<file path="config.mk">
export PLATFORM = sky130hd
export DESIGN_NAME = length_prefixed_packet_ring_core
export DESIGN_NICKNAME = d
export VERILOG_FILES = /design/src/rtl/core/lppr_pkg.sv /design/src/rtl/core/lppr_ram.sv /design/src/rtl/core/lppr_rsp_queue.sv /design/src/rtl/core/lppr_ctrl.sv /design/src/rtl/core/length_prefixed_packet_ring_core.sv
export VERILOG_INCLUDE_DIRS = /design/src /design/src/rtl/core
export SDC_FILE = /design/constraint.sdc
export NUM_CORES = 2
export LEC_CHECK = 0
export BUFFER_PORTS_ARGS = -buffer_cell sky130_fd_sc_hd__buf_4
export CORE_MARGIN = 10
export CORE_UTILIZATION = 35
export DETAILED_ROUTE_END_ITERATION = 10
export HOLD_SLACK_MARGIN = 0.02
export MAX_ROUTING_LAYER = met4
export PLACE_DENSITY = 0.5
export SYNTH_ARGS = -nofsm -noshare
export SYNTH_HDL_FRONTEND = slang
export SYNTH_SLANG_ARGS = --single-unit
</file>
<file path="constraint.sdc">
create_clock -name clock -period 16.4 [get_ports clock]
set_input_delay 2.46 -clock clock [delete_from_list [all_inputs] [get_ports clock]]
set_output_delay 2.46 -clock clock [all_outputs]
set_load 0.1 [all_outputs]
</file>
<file path="src/rtl/core/length_prefixed_packet_ring_core_defines.svh">
// Assertion helpers for the packet ring RTL, used by the control block.
// Every check is sampled on the rising clock edge and is off while reset is high.
`ifndef LENGTH_PREFIXED_PACKET_RING_CORE_DEFINES_SVH
`define LENGTH_PREFIXED_PACKET_RING_CORE_DEFINES_SVH

// The condition implies the consequence in the same cycle.
`define LPPR_CHECK_NOW(lbl, ante, cons, msg) \
   lbl: assert property (@(posedge clock) disable iff (reset) (ante) |-> (cons)) \
      else $error(msg);

// The condition implies the consequence in the next cycle.
`define LPPR_CHECK_NEXT(lbl, ante, cons, msg) \
   lbl: assert property (@(posedge clock) disable iff (reset) (ante) |=> (cons)) \
      else $error(msg);

`endif

</file>
<file path="src/rtl/core/lppr_pkg.sv">
`timescale 1ns / 1ps

package lppr_pkg;

   // Ring geometry
   localparam int RING_DEPTH = 512;
   localparam int RING_MIN   = 4;

   // Field widths
   localparam int CFG_W    = 10;
   localparam int CMD_W    = 2;
   localparam int BYTE_W   = 8;
   localparam int BLEN_W   = 10;
   localparam int STATUS_W = 3;
   localparam int WORD_W   = 64;
   localparam int BVALID_W = 4;
   localparam int PLEN_W   = 10;
   localparam int LANE_W   = 3;
   localparam int HDR_W    = 16;

   // Stream payload widths
   localparam int REQ_TDATA_W = 24;
   localparam int REQ_TUSER_W = 3;
   localparam int RSP_TDATA_W = 80;
   localparam int RSP_TUSER_W = 3;

   typedef enum logic [CMD_W-1:0] {
      CMD_PUSH  = 2'd0,
      CMD_POP   = 2'd1,
      CMD_CLEAR = 2'd2,
      CMD_NOP   = 2'd3
   } lppr_cmd_type;

   typedef enum logic [STATUS_W-1:0] {
      RSP_PUSH_OK      = 3'd0,
      RSP_PUSH_REFUSED = 3'd1,
      RSP_POP_DATA     = 3'd2,
      RSP_NO_PACKET    = 3'd3,
      RSP_CLEARED      = 3'd4
   } lppr_status_type;

   typedef enum logic [2:0] {
      ST_SWEEP,
      ST_IDLE,
      ST_POP_HI,
      ST_POP_LEN,
      ST_DRAIN,
      ST_EMIT
   } lppr_state_type;

   typedef struct packed {
      lppr_cmd_type       cmd;
      logic [BYTE_W-1:0]  data_byte;
      logic               block_start;
      logic [BLEN_W-1:0]  block_len;
   } lppr_req_type;

   typedef struct packed {
      lppr_status_type     status;
      logic [WORD_W-1:0]   data_word;
      logic [BVALID_W-1:0] bytes_valid;
      logic [PLEN_W-1:0]   packet_len;
      logic                last;
   } lppr_rsp_type;

endpackage

</file>
<file path="src/rtl/core/lppr_ram.sv">
`timescale 1ns / 1ps

// Simple dual-port RAM, one write and one registered read per cycle.
// A read of the address being written returns the old contents.
module lppr_ram #(
   parameter int WIDTH = 8,
   parameter int DEPTH = 512
) (
   input  logic                     clock,
   input  logic                     we,
   input  logic [$clog2(DEPTH)-1:0] waddr,
   input  logic [WIDTH-1:0]         wdata,
   input  logic                     re,
   input  logic [$clog2(DEPTH)-1:0] raddr,
   output logic [WIDTH-1:0]         rdata
);

   logic [WIDTH-1:0] mem_ff [DEPTH];
   logic [WIDTH-1:0] rdata_ff;

   always_ff @(posedge clock) begin
      if (we) begin
         mem_ff[waddr] <= wdata;
      end
      if (re) begin
         rdata_ff <= mem_ff[raddr];
      end
   end

   assign rdata = rdata_ff;

endmodule

</file>
<file path="src/rtl/core/lppr_rsp_queue.sv">
`timescale 1ns / 1ps

// Two-entry response queue between the control FSM and the rsp stream.
module lppr_rsp_queue (
   input  logic                  clock,
   input  logic                  reset,
   input  logic                  push_valid,
   input  lppr_pkg::lppr_rsp_type push_data,
   output logic                  space,
   output logic                  rsp_valid,
   input  logic                  rsp_ready,
   output lppr_pkg::lppr_rsp_type rsp_data
);

   import lppr_pkg::*;

   lppr_rsp_type entry_ff [2];
   lppr_rsp_type entry_in [2];
   logic         wr_ptr_ff, wr_ptr_in;
   logic         rd_ptr_ff, rd_ptr_in;
   logic [1:0]   cnt_ff, cnt_in;
   logic         pop;

   assign rsp_valid = (cnt_ff != 2'd0);
   assign rsp_data  = entry_ff[rd_ptr_ff];
   assign space     = (cnt_ff != 2'd2);
   assign pop       = rsp_valid && rsp_ready;

   // pointer and fill updates
   always_comb begin
      entry_in  = entry_ff;
      wr_ptr_in = wr_ptr_ff;
      rd_ptr_in = rd_ptr_ff;
      cnt_in    = cnt_ff;
      if (push_valid) begin
         entry_in[wr_ptr_ff] = push_data;
         wr_ptr_in           = ~wr_ptr_ff;
      end
      if (pop) begin
         rd_ptr_in = ~rd_ptr_ff;
      end
      case ({push_valid, pop})
         2'b10:   cnt_in = cnt_ff + 2'd1;
         2'b01:   cnt_in = cnt_ff - 2'd1;
         default: cnt_in = cnt_ff;
      endcase
   end

   always_ff @(posedge clock) begin
      if (reset) begin
         wr_ptr_ff <= 1'b0;
         rd_ptr_ff <= 1'b0;
         cnt_ff    <= 2'd0;
      end else begin
         wr_ptr_ff <= wr_ptr_in;
         rd_ptr_ff <= rd_ptr_in;
         cnt_ff    <= cnt_in;
      end
   end

   // payload, no reset
   always_ff @(posedge clock) begin
      entry_ff <= entry_in;
   end

endmodule

</file>
<file path="src/rtl/core/lppr_ctrl.sv">
`timescale 1ns / 1ps
`include "length_prefixed_packet_ring_core_defines.svh"

// Ring control: push writes, header fetch, drain with zeroing, clear sweep.
module lppr_ctrl #(
   parameter int DEPTH = 512
) (
   input  logic                          clock,
   input  logic                          reset,
   input  logic                          req_valid,
   output logic                          req_ready,
   input  lppr_pkg::lppr_req_type        req,
   input  logic                          csr_valid,
   input  logic [lppr_pkg::CFG_W-1:0]    csr_data,
   output logic                          res_valid,
   output lppr_pkg::lppr_rsp_type        res,
   input  logic                          res_space,
   output logic                          ram_we,
   output logic [$clog2(DEPTH)-1:0]      ram_waddr,
   output logic [lppr_pkg::BYTE_W-1:0]   ram_wdata,
   output logic                          ram_re,
   output logic [$clog2(DEPTH)-1:0]      ram_raddr,
   input  logic [lppr_pkg::BYTE_W-1:0]   ram_rdata
);

   import lppr_pkg::*;

   localparam int AW = $clog2(DEPTH);
   localparam int CW = $clog2(DEPTH + 1);

   lppr_state_type      state_ff, state_in;
   logic [CFG_W-1:0]    ring_size_ff, ring_size_in;
   logic [AW-1:0]       rd_pos_ff, rd_pos_in;
   logic [AW-1:0]       wr_pos_ff, wr_pos_in;
   logic [CW-1:0]       count_ff, count_in;
   logic [BLEN_W-1:0]   blk_left_ff, blk_left_in;
   logic [AW-1:0]       sweep_ff, sweep_in;
   logic [AW-1:0]       hdr_pos_ff, hdr_pos_in;
   logic [BYTE_W-1:0]   hdr_lo_ff, hdr_lo_in;
   logic [PLEN_W-1:0]   plen_ff, plen_in;
   logic [PLEN_W-1:0]   left_ff, left_in;
   logic [LANE_W-1:0]   lane_ff, lane_in;
   logic                cap_vld_ff, cap_vld_in;
   logic [LANE_W-1:0]   cap_lane_ff, cap_lane_in;
   logic [WORD_W-1:0]   word_ff, word_in;

   logic                req_fire;
   logic [BLEN_W:0]     blk_sum;
   logic                blk_fits;
   logic [BLEN_W-1:0]   new_left;
   logic                do_write;
   logic [HDR_W-1:0]    hdr_len;
   logic                hdr_bad;

   // next position with wraparound at the configured ring size
   function automatic logic [AW-1:0] advance(input logic [AW-1:0] pos,
                                             input logic [CFG_W-1:0] size);
      logic [AW:0] nxt;
      nxt = {1'b0, pos} + 1'b1;
      if (CFG_W'(nxt) >= size) begin
         return '0;
      end
      return nxt[AW-1:0];
   endfunction

   function automatic logic [CFG_W-1:0] clamp_size(input logic [CFG_W-1:0] v);
      logic [CFG_W-1:0] s;
      s = v;
      if (s < CFG_W'(RING_MIN)) begin
         s = CFG_W'(RING_MIN);
      end
      if (s > CFG_W'(DEPTH)) begin
         s = CFG_W'(DEPTH);
      end
      return s;
   endfunction

   // shared decode
   always_comb begin
      req_ready = (state_ff == ST_IDLE) && res_space;
      req_fire  = req_valid && req_ready;
      blk_sum   = {1'b0, req.block_len} + (BLEN_W + 1)'(count_ff);
      blk_fits  = blk_sum <= {1'b0, ring_size_ff};
      if (req.block_start) begin
         new_left = blk_fits ? req.block_len : '0;
      end else begin
         new_left = blk_left_ff;
      end
      do_write = (new_left != '0);
      hdr_len  = {ram_rdata, hdr_lo_ff};
      hdr_bad  = (hdr_len == '0) || (hdr_len > HDR_W'(count_ff));
   end

   // next state
   always_comb begin
      state_in = state_ff;
      if (csr_valid) begin
         state_in = ST_SWEEP;
      end else begin
         case (state_ff)
            ST_SWEEP: begin
               if (sweep_ff == AW'(DEPTH - 1)) begin
                  state_in = ST_IDLE;
               end
            end
            ST_IDLE: begin
               if (req_fire) begin
                  case (req.cmd)
                     CMD_POP:   state_in = ST_POP_HI;
                     CMD_CLEAR: state_in = ST_SWEEP;
                     default:   state_in = ST_IDLE;
                  endcase
               end
            end
            ST_POP_HI: begin
               state_in = ST_POP_LEN;
            end
            ST_POP_LEN: begin
               if (!hdr_bad) begin
                  state_in = ST_DRAIN;
               end else if (res_space) begin
                  state_in = ST_IDLE;
               end
            end
            ST_DRAIN: begin
               if (lane_ff == '1 || left_ff == PLEN_W'(1)) begin
                  state_in = ST_EMIT;
               end
            end
            ST_EMIT: begin
               if (res_space) begin
                  state_in = (left_ff == '0) ? ST_IDLE : ST_DRAIN;
               end
            end
            default: state_in = ST_IDLE;
         endcase
      end
   end

   // outputs and datapath
   always_comb begin
      ring_size_in = ring_size_ff;
      rd_pos_in    = rd_pos_ff;
      wr_pos_in    = wr_pos_ff;
      count_in     = count_ff;
      blk_left_in  = blk_left_ff;
      sweep_in     = sweep_ff;
      hdr_pos_in   = hdr_pos_ff;
      hdr_lo_in    = hdr_lo_ff;
      plen_in      = plen_ff;
      left_in      = left_ff;
      lane_in      = lane_ff;
      cap_vld_in   = 1'b0;
      cap_lane_in  = cap_lane_ff;
      word_in      = word_ff;

      ram_we    = 1'b0;
      ram_waddr = '0;
      ram_wdata = '0;
      ram_re    = 1'b0;
      ram_raddr = '0;

      res_valid       = 1'b0;
      res.status      = RSP_PUSH_OK;
      res.data_word   = '0;
      res.bytes_valid = '0;
      res.packet_len  = '0;
      res.last        = 1'b1;

      // byte read last cycle lands in its lane
      if (cap_vld_ff) begin
         word_in[{cap_lane_ff, 3'b000} +: BYTE_W] = ram_rdata;
      end

      case (state_ff)
         ST_SWEEP: begin
            ram_we    = 1'b1;
            ram_waddr = sweep_ff;
            sweep_in  = sweep_ff + 1'b1;
         end
         ST_IDLE: begin
            if (req_fire) begin
               case (req.cmd)
                  CMD_PUSH: begin
                     if (req.block_start) begin
                        res_valid  = 1'b1;
                        res.status = blk_fits ? RSP_PUSH_OK : RSP_PUSH_REFUSED;
                     end
                     blk_left_in = new_left;
                     if (do_write) begin
                        ram_we      = 1'b1;
                        ram_waddr   = wr_pos_ff;
                        ram_wdata   = req.data_byte;
                        wr_pos_in   = advance(wr_pos_ff, ring_size_ff);
                        count_in    = count_ff + 1'b1;
                        blk_left_in = new_left - 1'b1;
                     end
                  end
                  CMD_POP: begin
                     ram_re     = 1'b1;
                     ram_raddr  = rd_pos_ff;
                     hdr_pos_in = advance(rd_pos_ff, ring_size_ff);
                  end
                  CMD_CLEAR: begin
                     res_valid   = 1'b1;
                     res.status  = RSP_CLEARED;
                     rd_pos_in   = '0;
                     wr_pos_in   = '0;
                     count_in    = '0;
                     blk_left_in = '0;
                     sweep_in    = '0;
                  end
                  default: begin
                  end
               endcase
            end
         end
         ST_POP_HI: begin
            ram_re    = 1'b1;
            ram_raddr = hdr_pos_ff;
            hdr_lo_in = ram_rdata;
         end
         ST_POP_LEN: begin
            if (hdr_bad) begin
               res_valid  = res_space;
               res.status = RSP_NO_PACKET;
            end else begin
               plen_in = hdr_len[PLEN_W-1:0];
               left_in = hdr_len[PLEN_W-1:0];
               word_in = '0;
               lane_in = '0;
            end
         end
         ST_DRAIN: begin
            // read one byte and zero its entry in the same cycle
            ram_re      = 1'b1;
            ram_raddr   = rd_pos_ff;
            ram_we      = 1'b1;
            ram_waddr   = rd_pos_ff;
            rd_pos_in   = advance(rd_pos_ff, ring_size_ff);
            left_in     = left_ff - 1'b1;
            cap_vld_in  = 1'b1;
            cap_lane_in = lane_ff;
            lane_in     = lane_ff + 1'b1;
         end
         ST_EMIT: begin
            res.status      = RSP_POP_DATA;
            res.data_word   = word_in;
            res.bytes_valid = BVALID_W'(cap_lane_ff) + 1'b1;
            res.packet_len  = plen_ff;
            res.last        = (left_ff == '0);
            if (res_space) begin
               res_valid = 1'b1;
               word_in   = '0;
               lane_in   = '0;
               if (left_ff == '0) begin
                  count_in = count_ff - CW'(plen_ff);
               end
            end
         end
         default: begin
         end
      endcase

      // register write empties the ring and restarts the sweep
      if (csr_valid) begin
         ring_size_in = clamp_size(csr_data);
         rd_pos_in    = '0;
         wr_pos_in    = '0;
         count_in     = '0;
         blk_left_in  = '0;
         sweep_in     = '0;
      end
   end

   always_ff @(posedge clock) begin
      if (reset) begin
         state_ff     <= ST_SWEEP;
         ring_size_ff <= clamp_size(CFG_W'(RING_DEPTH));
         rd_pos_ff    <= '0;
         wr_pos_ff    <= '0;
         count_ff     <= '0;
         blk_left_ff  <= '0;
         sweep_ff     <= '0;
         cap_vld_ff   <= 1'b0;
      end else begin
         state_ff     <= state_in;
         ring_size_ff <= ring_size_in;
         rd_pos_ff    <= rd_pos_in;
         wr_pos_ff    <= wr_pos_in;
         count_ff     <= count_in;
         blk_left_ff  <= blk_left_in;
         sweep_ff     <= sweep_in;
         cap_vld_ff   <= cap_vld_in;
      end
   end

   // payload, no reset
   always_ff @(posedge clock) begin
      hdr_pos_ff  <= hdr_pos_in;
      hdr_lo_ff   <= hdr_lo_in;
      plen_ff     <= plen_in;
      left_ff     <= left_in;
      lane_ff     <= lane_in;
      cap_lane_ff <= cap_lane_in;
      word_ff     <= word_in;
   end

   // checks
   `LPPR_CHECK_NOW(a_count_in_ring, 1'b1, CFG_W'(count_ff) <= ring_size_ff, "count above ring size")
   `LPPR_CHECK_NOW(a_pos_in_ring, 1'b1, (CFG_W'(rd_pos_ff) < ring_size_ff) && (CFG_W'(wr_pos_ff) < ring_size_ff), "position outside ring")
   `LPPR_CHECK_NOW(a_res_has_room, res_valid, res_space, "response pushed into full queue")
   `LPPR_CHECK_NEXT(a_pop_releases, (state_ff == ST_EMIT) && (state_in == ST_IDLE), count_ff == $past(count_ff) - CW'($past(plen_ff)), "pop did not release packet bytes")

endmodule

</file>
<file path="src/rtl/core/length_prefixed_packet_ring_core.sv">
`timescale 1ns / 1ps

// Channel  Dir  Contents
// req_*    in   tdata {block_len, data_byte}, tuser {block_start, cmd}
// rsp_*    out  tdata {packet_len, bytes_valid, data_word}, tuser status, tlast
// csr_*    in   ring_size write, always ready
//
// Requests are taken in IDLE while the response queue has room: push, clear command and
// no-op are handled there, and a push streams one byte per cycle while that holds. Pop:
// the header is fetched in IDLE and POP_HI and checked in POP_LEN, then each result of
// n <= 8 bytes is read byte by byte on the RAM read port in DRAIN and sent in EMIT.
// Reset, clear command and ring_size writes start a zeroing sweep of all DEPTH entries
// through the write port, taking no requests; a two-entry queue decouples rsp_tready.
module length_prefixed_packet_ring_core #(
   parameter int DEPTH = lppr_pkg::RING_DEPTH
) (
   input  logic                               clock,
   input  logic                               reset,
   // req_tdata: data_byte [7:0], block_len [17:8], zero fill
   // req_tuser: cmd [1:0], block_start [2]
   input  logic                               req_tvalid,
   output logic                               req_tready,
   input  logic [lppr_pkg::REQ_TDATA_W-1:0]   req_tdata,
   input  logic [lppr_pkg::REQ_TUSER_W-1:0]   req_tuser,
   // rsp_tdata: data_word [63:0], bytes_valid [67:64], packet_len [77:68], zero fill
   // rsp_tuser: status [2:0]
   output logic                               rsp_tvalid,
   input  logic                               rsp_tready,
   output logic [lppr_pkg::RSP_TDATA_W-1:0]   rsp_tdata,
   output logic [lppr_pkg::RSP_TUSER_W-1:0]   rsp_tuser,
   output logic                               rsp_tlast,
   input  logic                               csr_valid,
   output logic                               csr_ready,
   input  logic [lppr_pkg::CFG_W-1:0]         csr_wdata
);

   import lppr_pkg::*;

   localparam int AW = $clog2(DEPTH);

   lppr_req_type      req;
   lppr_rsp_type      res;
   lppr_rsp_type      rsp;
   logic              res_valid;
   logic              res_space;
   logic              ram_we;
   logic [AW-1:0]     ram_waddr;
   logic [BYTE_W-1:0] ram_wdata;
   logic              ram_re;
   logic [AW-1:0]     ram_raddr;
   logic [BYTE_W-1:0] ram_rdata;

   // request unpack
   always_comb begin
      req.cmd         = lppr_cmd_type'(req_tuser[CMD_W-1:0]);
      req.block_start = req_tuser[CMD_W];
      req.data_byte   = req_tdata[BYTE_W-1:0];
      req.block_len   = req_tdata[BYTE_W +: BLEN_W];
   end

   assign csr_ready = 1'b1;

   lppr_ctrl #(
      .DEPTH (DEPTH)
   ) u_ctrl (
      .clock     (clock),
      .reset     (reset),
      .req_valid (req_tvalid),
      .req_ready (req_tready),
      .req       (req),
      .csr_valid (csr_valid),
      .csr_data  (csr_wdata),
      .res_valid (res_valid),
      .res       (res),
      .res_space (res_space),
      .ram_we    (ram_we),
      .ram_waddr (ram_waddr),
      .ram_wdata (ram_wdata),
      .ram_re    (ram_re),
      .ram_raddr (ram_raddr),
      .ram_rdata (ram_rdata)
   );

   lppr_ram #(
      .WIDTH (BYTE_W),
      .DEPTH (DEPTH)
   ) u_ram (
      .clock (clock),
      .we    (ram_we),
      .waddr (ram_waddr),
      .wdata (ram_wdata),
      .re    (ram_re),
      .raddr (ram_raddr),
      .rdata (ram_rdata)
   );

   lppr_rsp_queue u_queue (
      .clock      (clock),
      .reset      (reset),
      .push_valid (res_valid),
      .push_data  (res),
      .space      (res_space),
      .rsp_valid  (rsp_tvalid),
      .rsp_ready  (rsp_tready),
      .rsp_data   (rsp)
   );

   // response pack
   assign rsp_tdata = {(RSP_TDATA_W - WORD_W - BVALID_W - PLEN_W)'(0),
                       rsp.packet_len, rsp.bytes_valid, rsp.data_word};
   assign rsp_tuser = rsp.status;
   assign rsp_tlast = rsp.last;

endmodule

</file>
==> impl_results.md <==
- Sum Neg Setup Slack: 0 ns
- Failing checks: slew limit
- RR Endpoint: u_ram.mem_ff[416][2]
- Total track usage: 20.5%
- Share of cells above drive strength 1: 8.44%
- Compound-Gate Fraction of Synth Area: 5.29%
- CP Launch Type: primary input
- Setup Skew: 0.0399 ns
- Sinks on the clock net: 4440
- Fmax: 108 MHz
- LEAKAGE: 72.8 nW
- Placed inst area: 187000 sq um
- Unrepaired setup endpoints after global routing: false
- Vias in the first global route: 107623
- Crit share post-route: 56.4%
- Power Dens Cells: 112 nW/um^2
- Slowest cell on crit path: nor3_1
- Worst Path Required: 17.05 ns
- Pre-CTS setup slack: 6.08 ns
- Largest net degree at the start of global routing: 189
- Synthesized area: 179000 sq um
- Final setup viols: 0
- Worst setup path endpoint: u_ram.mem_ff[416][2]
- Starting density of the core: 35.2%
- Final Max Slew Viols: 75
- Post-synthesis mux area share: 2.64%
- Vias: 113000
- Primary FF master, synth: edfxtp_1
- Tmin final: 9.25 ns
- CP endpoint kind: flop
- Postcts setup bufs: 0
- Clk slew on worst S/H paths: 0.06 ns
- Synthesis Warnings: 0
- Worst min path class: flop to flop
- Worst r2r src: u_ctrl.count_ff[0]
- Flop and latch count out of synthesis: 4440
- Worst vdd rail ir drop: 0.0000934 V
- Final Hold Fails: 0
- CP Class: primary input to flop
- Post-DP HPWL: 328000 um
- Grt ovf: 0
- Critical Path Source: req_tdata[8]
- I/O Buffers: 119
- CTS resizes: 0
- Final Instance Area: 202000 sq um
- # hold bufs at CTS: 0
- Cell variety after synth: 97
- CP max FO: 18
- Post-synthesis sequential area ratio: 73.6%
- Avg Cell Area, Syn: 13.0 sq um
- Status: finished with violations
- Drt pass-1 iters: 6
- ANT nets after route: 0
- Initial DRC Count: 13039
- Leading area contributor after synthesis: edfxtp_1
- Worst-margin pin slew: 1.71 ns
- Most frequent cells after synthesis: 4311 x edfxtp_1, 3540 x nand2_1, 1178 x nand3_1
- Post-synth EDFFs: 4311
- I/O Pins: 129
- H-tree depth: 5
- Rows: 262
- Clock latency on the worst-skew pair: 1.04 ns
- Initial antenna violation count: 53
- Final weighted congestion in routability-driven placement: 0.817
- Post-Syn Instances: 13760
- Final Non-Filler Cells: 20815
- CTS tree: built
- Post-Synth XOR/XNOR Area: 0.220%
- Ys async rst share: 0%
- Die Wd: 736 um
- CP Data Arrival Time: 9.91 ns
- Worst-case reg-to-reg path depth: 28
- Die height: 736 um
- First-pass GRT wire length: 801000 um
- Final WS setup: 7.15 ns
- Num CTS Buffers: 458
- Net count, final: 13806
- Post-Synth Adder-Cell Area: 0.566%
- Main combinational cell family by area after synthesis: simple AND/OR/NAND/NOR gates
- Cell mode on critical path: ha_1
- Max transition margin: -14.3%
- Max Cap Viol: 0
- Wire length per cell: 27.0 um
- Worst Min Path Start: u_ctrl.ring_size_ff[1]
- Synth-to-layout area growth: 12.4%
- DR WL met2: 261000 um
- Via/cell ratio: 5.43
- Area contributors post-synth: edfxtp_1 72%, nand2_1 7.4%, nand3_1 3.3%
- WL final: 562000 um
- Residual DRC: 0
- Max layer used: met4
- Root buffer cell: clkbuf_16
- Crit-path max cell delay: 0.91 ns
- DIE AREA: 542000 sq um
- Synth top area share: 72.1%
- CTS Buffer Depth: 4
- Most common cell in the netlist: edfxtp_1
- M1 wire length: 248000 um
- Post-Synth Simple-Gate Area: 15.2%
- DP Cell Count: 19956
- Placeable Area: 510000 sq um
- Met3 WL: 38700 um
- R2r setup slk: 8.19 ns
## cell usage in the layout, fill, tap and decap left out, types with 62 or more instances in the layout
cell type	n
a21oi_1	311
a31oi_1	262
nand2_1	3518
clkbuf_1	127
nor2_1	967
o21ai_0	171
nor3_1	73
buf_4	337
edfxtp_1	4311
ha_1	78
and3_1	241
nand3_1	1177
o22ai_1	62
inv_1	67
clkbuf_16	464
dfxtp_1	128
nand4_1	186
a311oi_1	175
mux2i_1	315
mux2_2	84
clkinv_1	119
## worst min path at each step
stage          depth (start not counted)                     end  slack, ns
4_1_cts                                0   u_ctrl.cap_lane_ff[1]       0.47
3_3_place_gp                           0   u_ctrl.cap_lane_ff[1]       0.45
3_5_place_dp                           0   u_ctrl.cap_lane_ff[1]       0.46
2_1_floorplan                          0     u_ctrl.hdr_lo_ff[3]       0.42
5_1_grt                                0   u_ctrl.cap_lane_ff[1]       0.49
6_report                               2  u_ctrl.ring_size_ff[1]       0.47
## final cells by class
class | instances | area [sq um]
clock inverter | 254 | 2190
clock buffer | 594 | 12100
tap | 6732 | 8420
antenna | 11 | 27.5
multi-input combinational | 8345 | 43500
timing repair buffer | 372 | 3230
fill | 48184 | 308000
inverter | 67 | 251
sequential | 4440 | 132000
## metrics by stage
| stage | power (mW) | util, % | hold slack [ns] |
|---|---|---|---|
| after floorplan | 12.5 | - | 0.424 |
| after global placement | 12.6 | 36.7 | 0.445 |
| after detailed placement | 12.6 | 36.7 | 0.457 |
| after CTS | 22.7 | 39.5 | 0.474 |
| after global routing | 23.1 | 39.6 | 0.486 |
| final | 22.5 | 39.6 | 0.475 |
## critical path, delay by kind of cell
kind | cells | cell delay, ns
compound gates | 10 | 2.25
xor+xnor | 1 | 0.09
fa+ha+maj | 4 | 0.91
buf+inv | 4 | 0.87
simple gates | 10 | 3.21
## registers in the layout, summed over array words and instances, names as in the netlist, 8 cells and up
| name | count |
|---|---|
| u_ram.mem_ff | 4096 |
| u_queue.entry_ff | 164 |
| u_ctrl.word_ff | 64 |
| u_ctrl.blk_left_ff | 10 |
| u_ctrl.count_ff | 10 |
| u_ctrl.left_ff | 10 |
| u_ctrl.plen_ff | 10 |
| u_ctrl.ring_size_ff | 10 |
| u_ctrl.hdr_pos_ff | 9 |
| u_ctrl.rd_pos_ff | 9 |
| u_ctrl.sweep_ff | 9 |
| u_ctrl.wr_pos_ff | 9 |
| u_ctrl.hdr_lo_ff | 8 |
| u_ram.rdata | 8 |
## report_power, final
part / switching [mW] / total, mW / internal [mW] / leakage (nW)
logic: 0.0749 / 0.106 / 0.0312 / 15.8
registers: 0.00226 / 12.3 / 12.3 / 50.1
clock network: 4.47 / 10.1 / 5.67 / 6.91
total: 4.55 / 22.5 / 18.0 / 72.8
## metal layers
layer  track usage [%]  vias up
met4              5.15        0
met3              2.50      699
met1              28.8    57638
met5                 -        -
li1                  -    50540
met2              31.8     4123
## cells by family after synthesis
kind of cell    count (synthesis)
flops                        4440
simple gates                 6401
mux                           426
compound gates               1390
buf+inv                       976
xor+xnor                       45
fa+ha+maj                      80
other cells                     2
No activity file was read; power rests on OpenSTA's default activity.
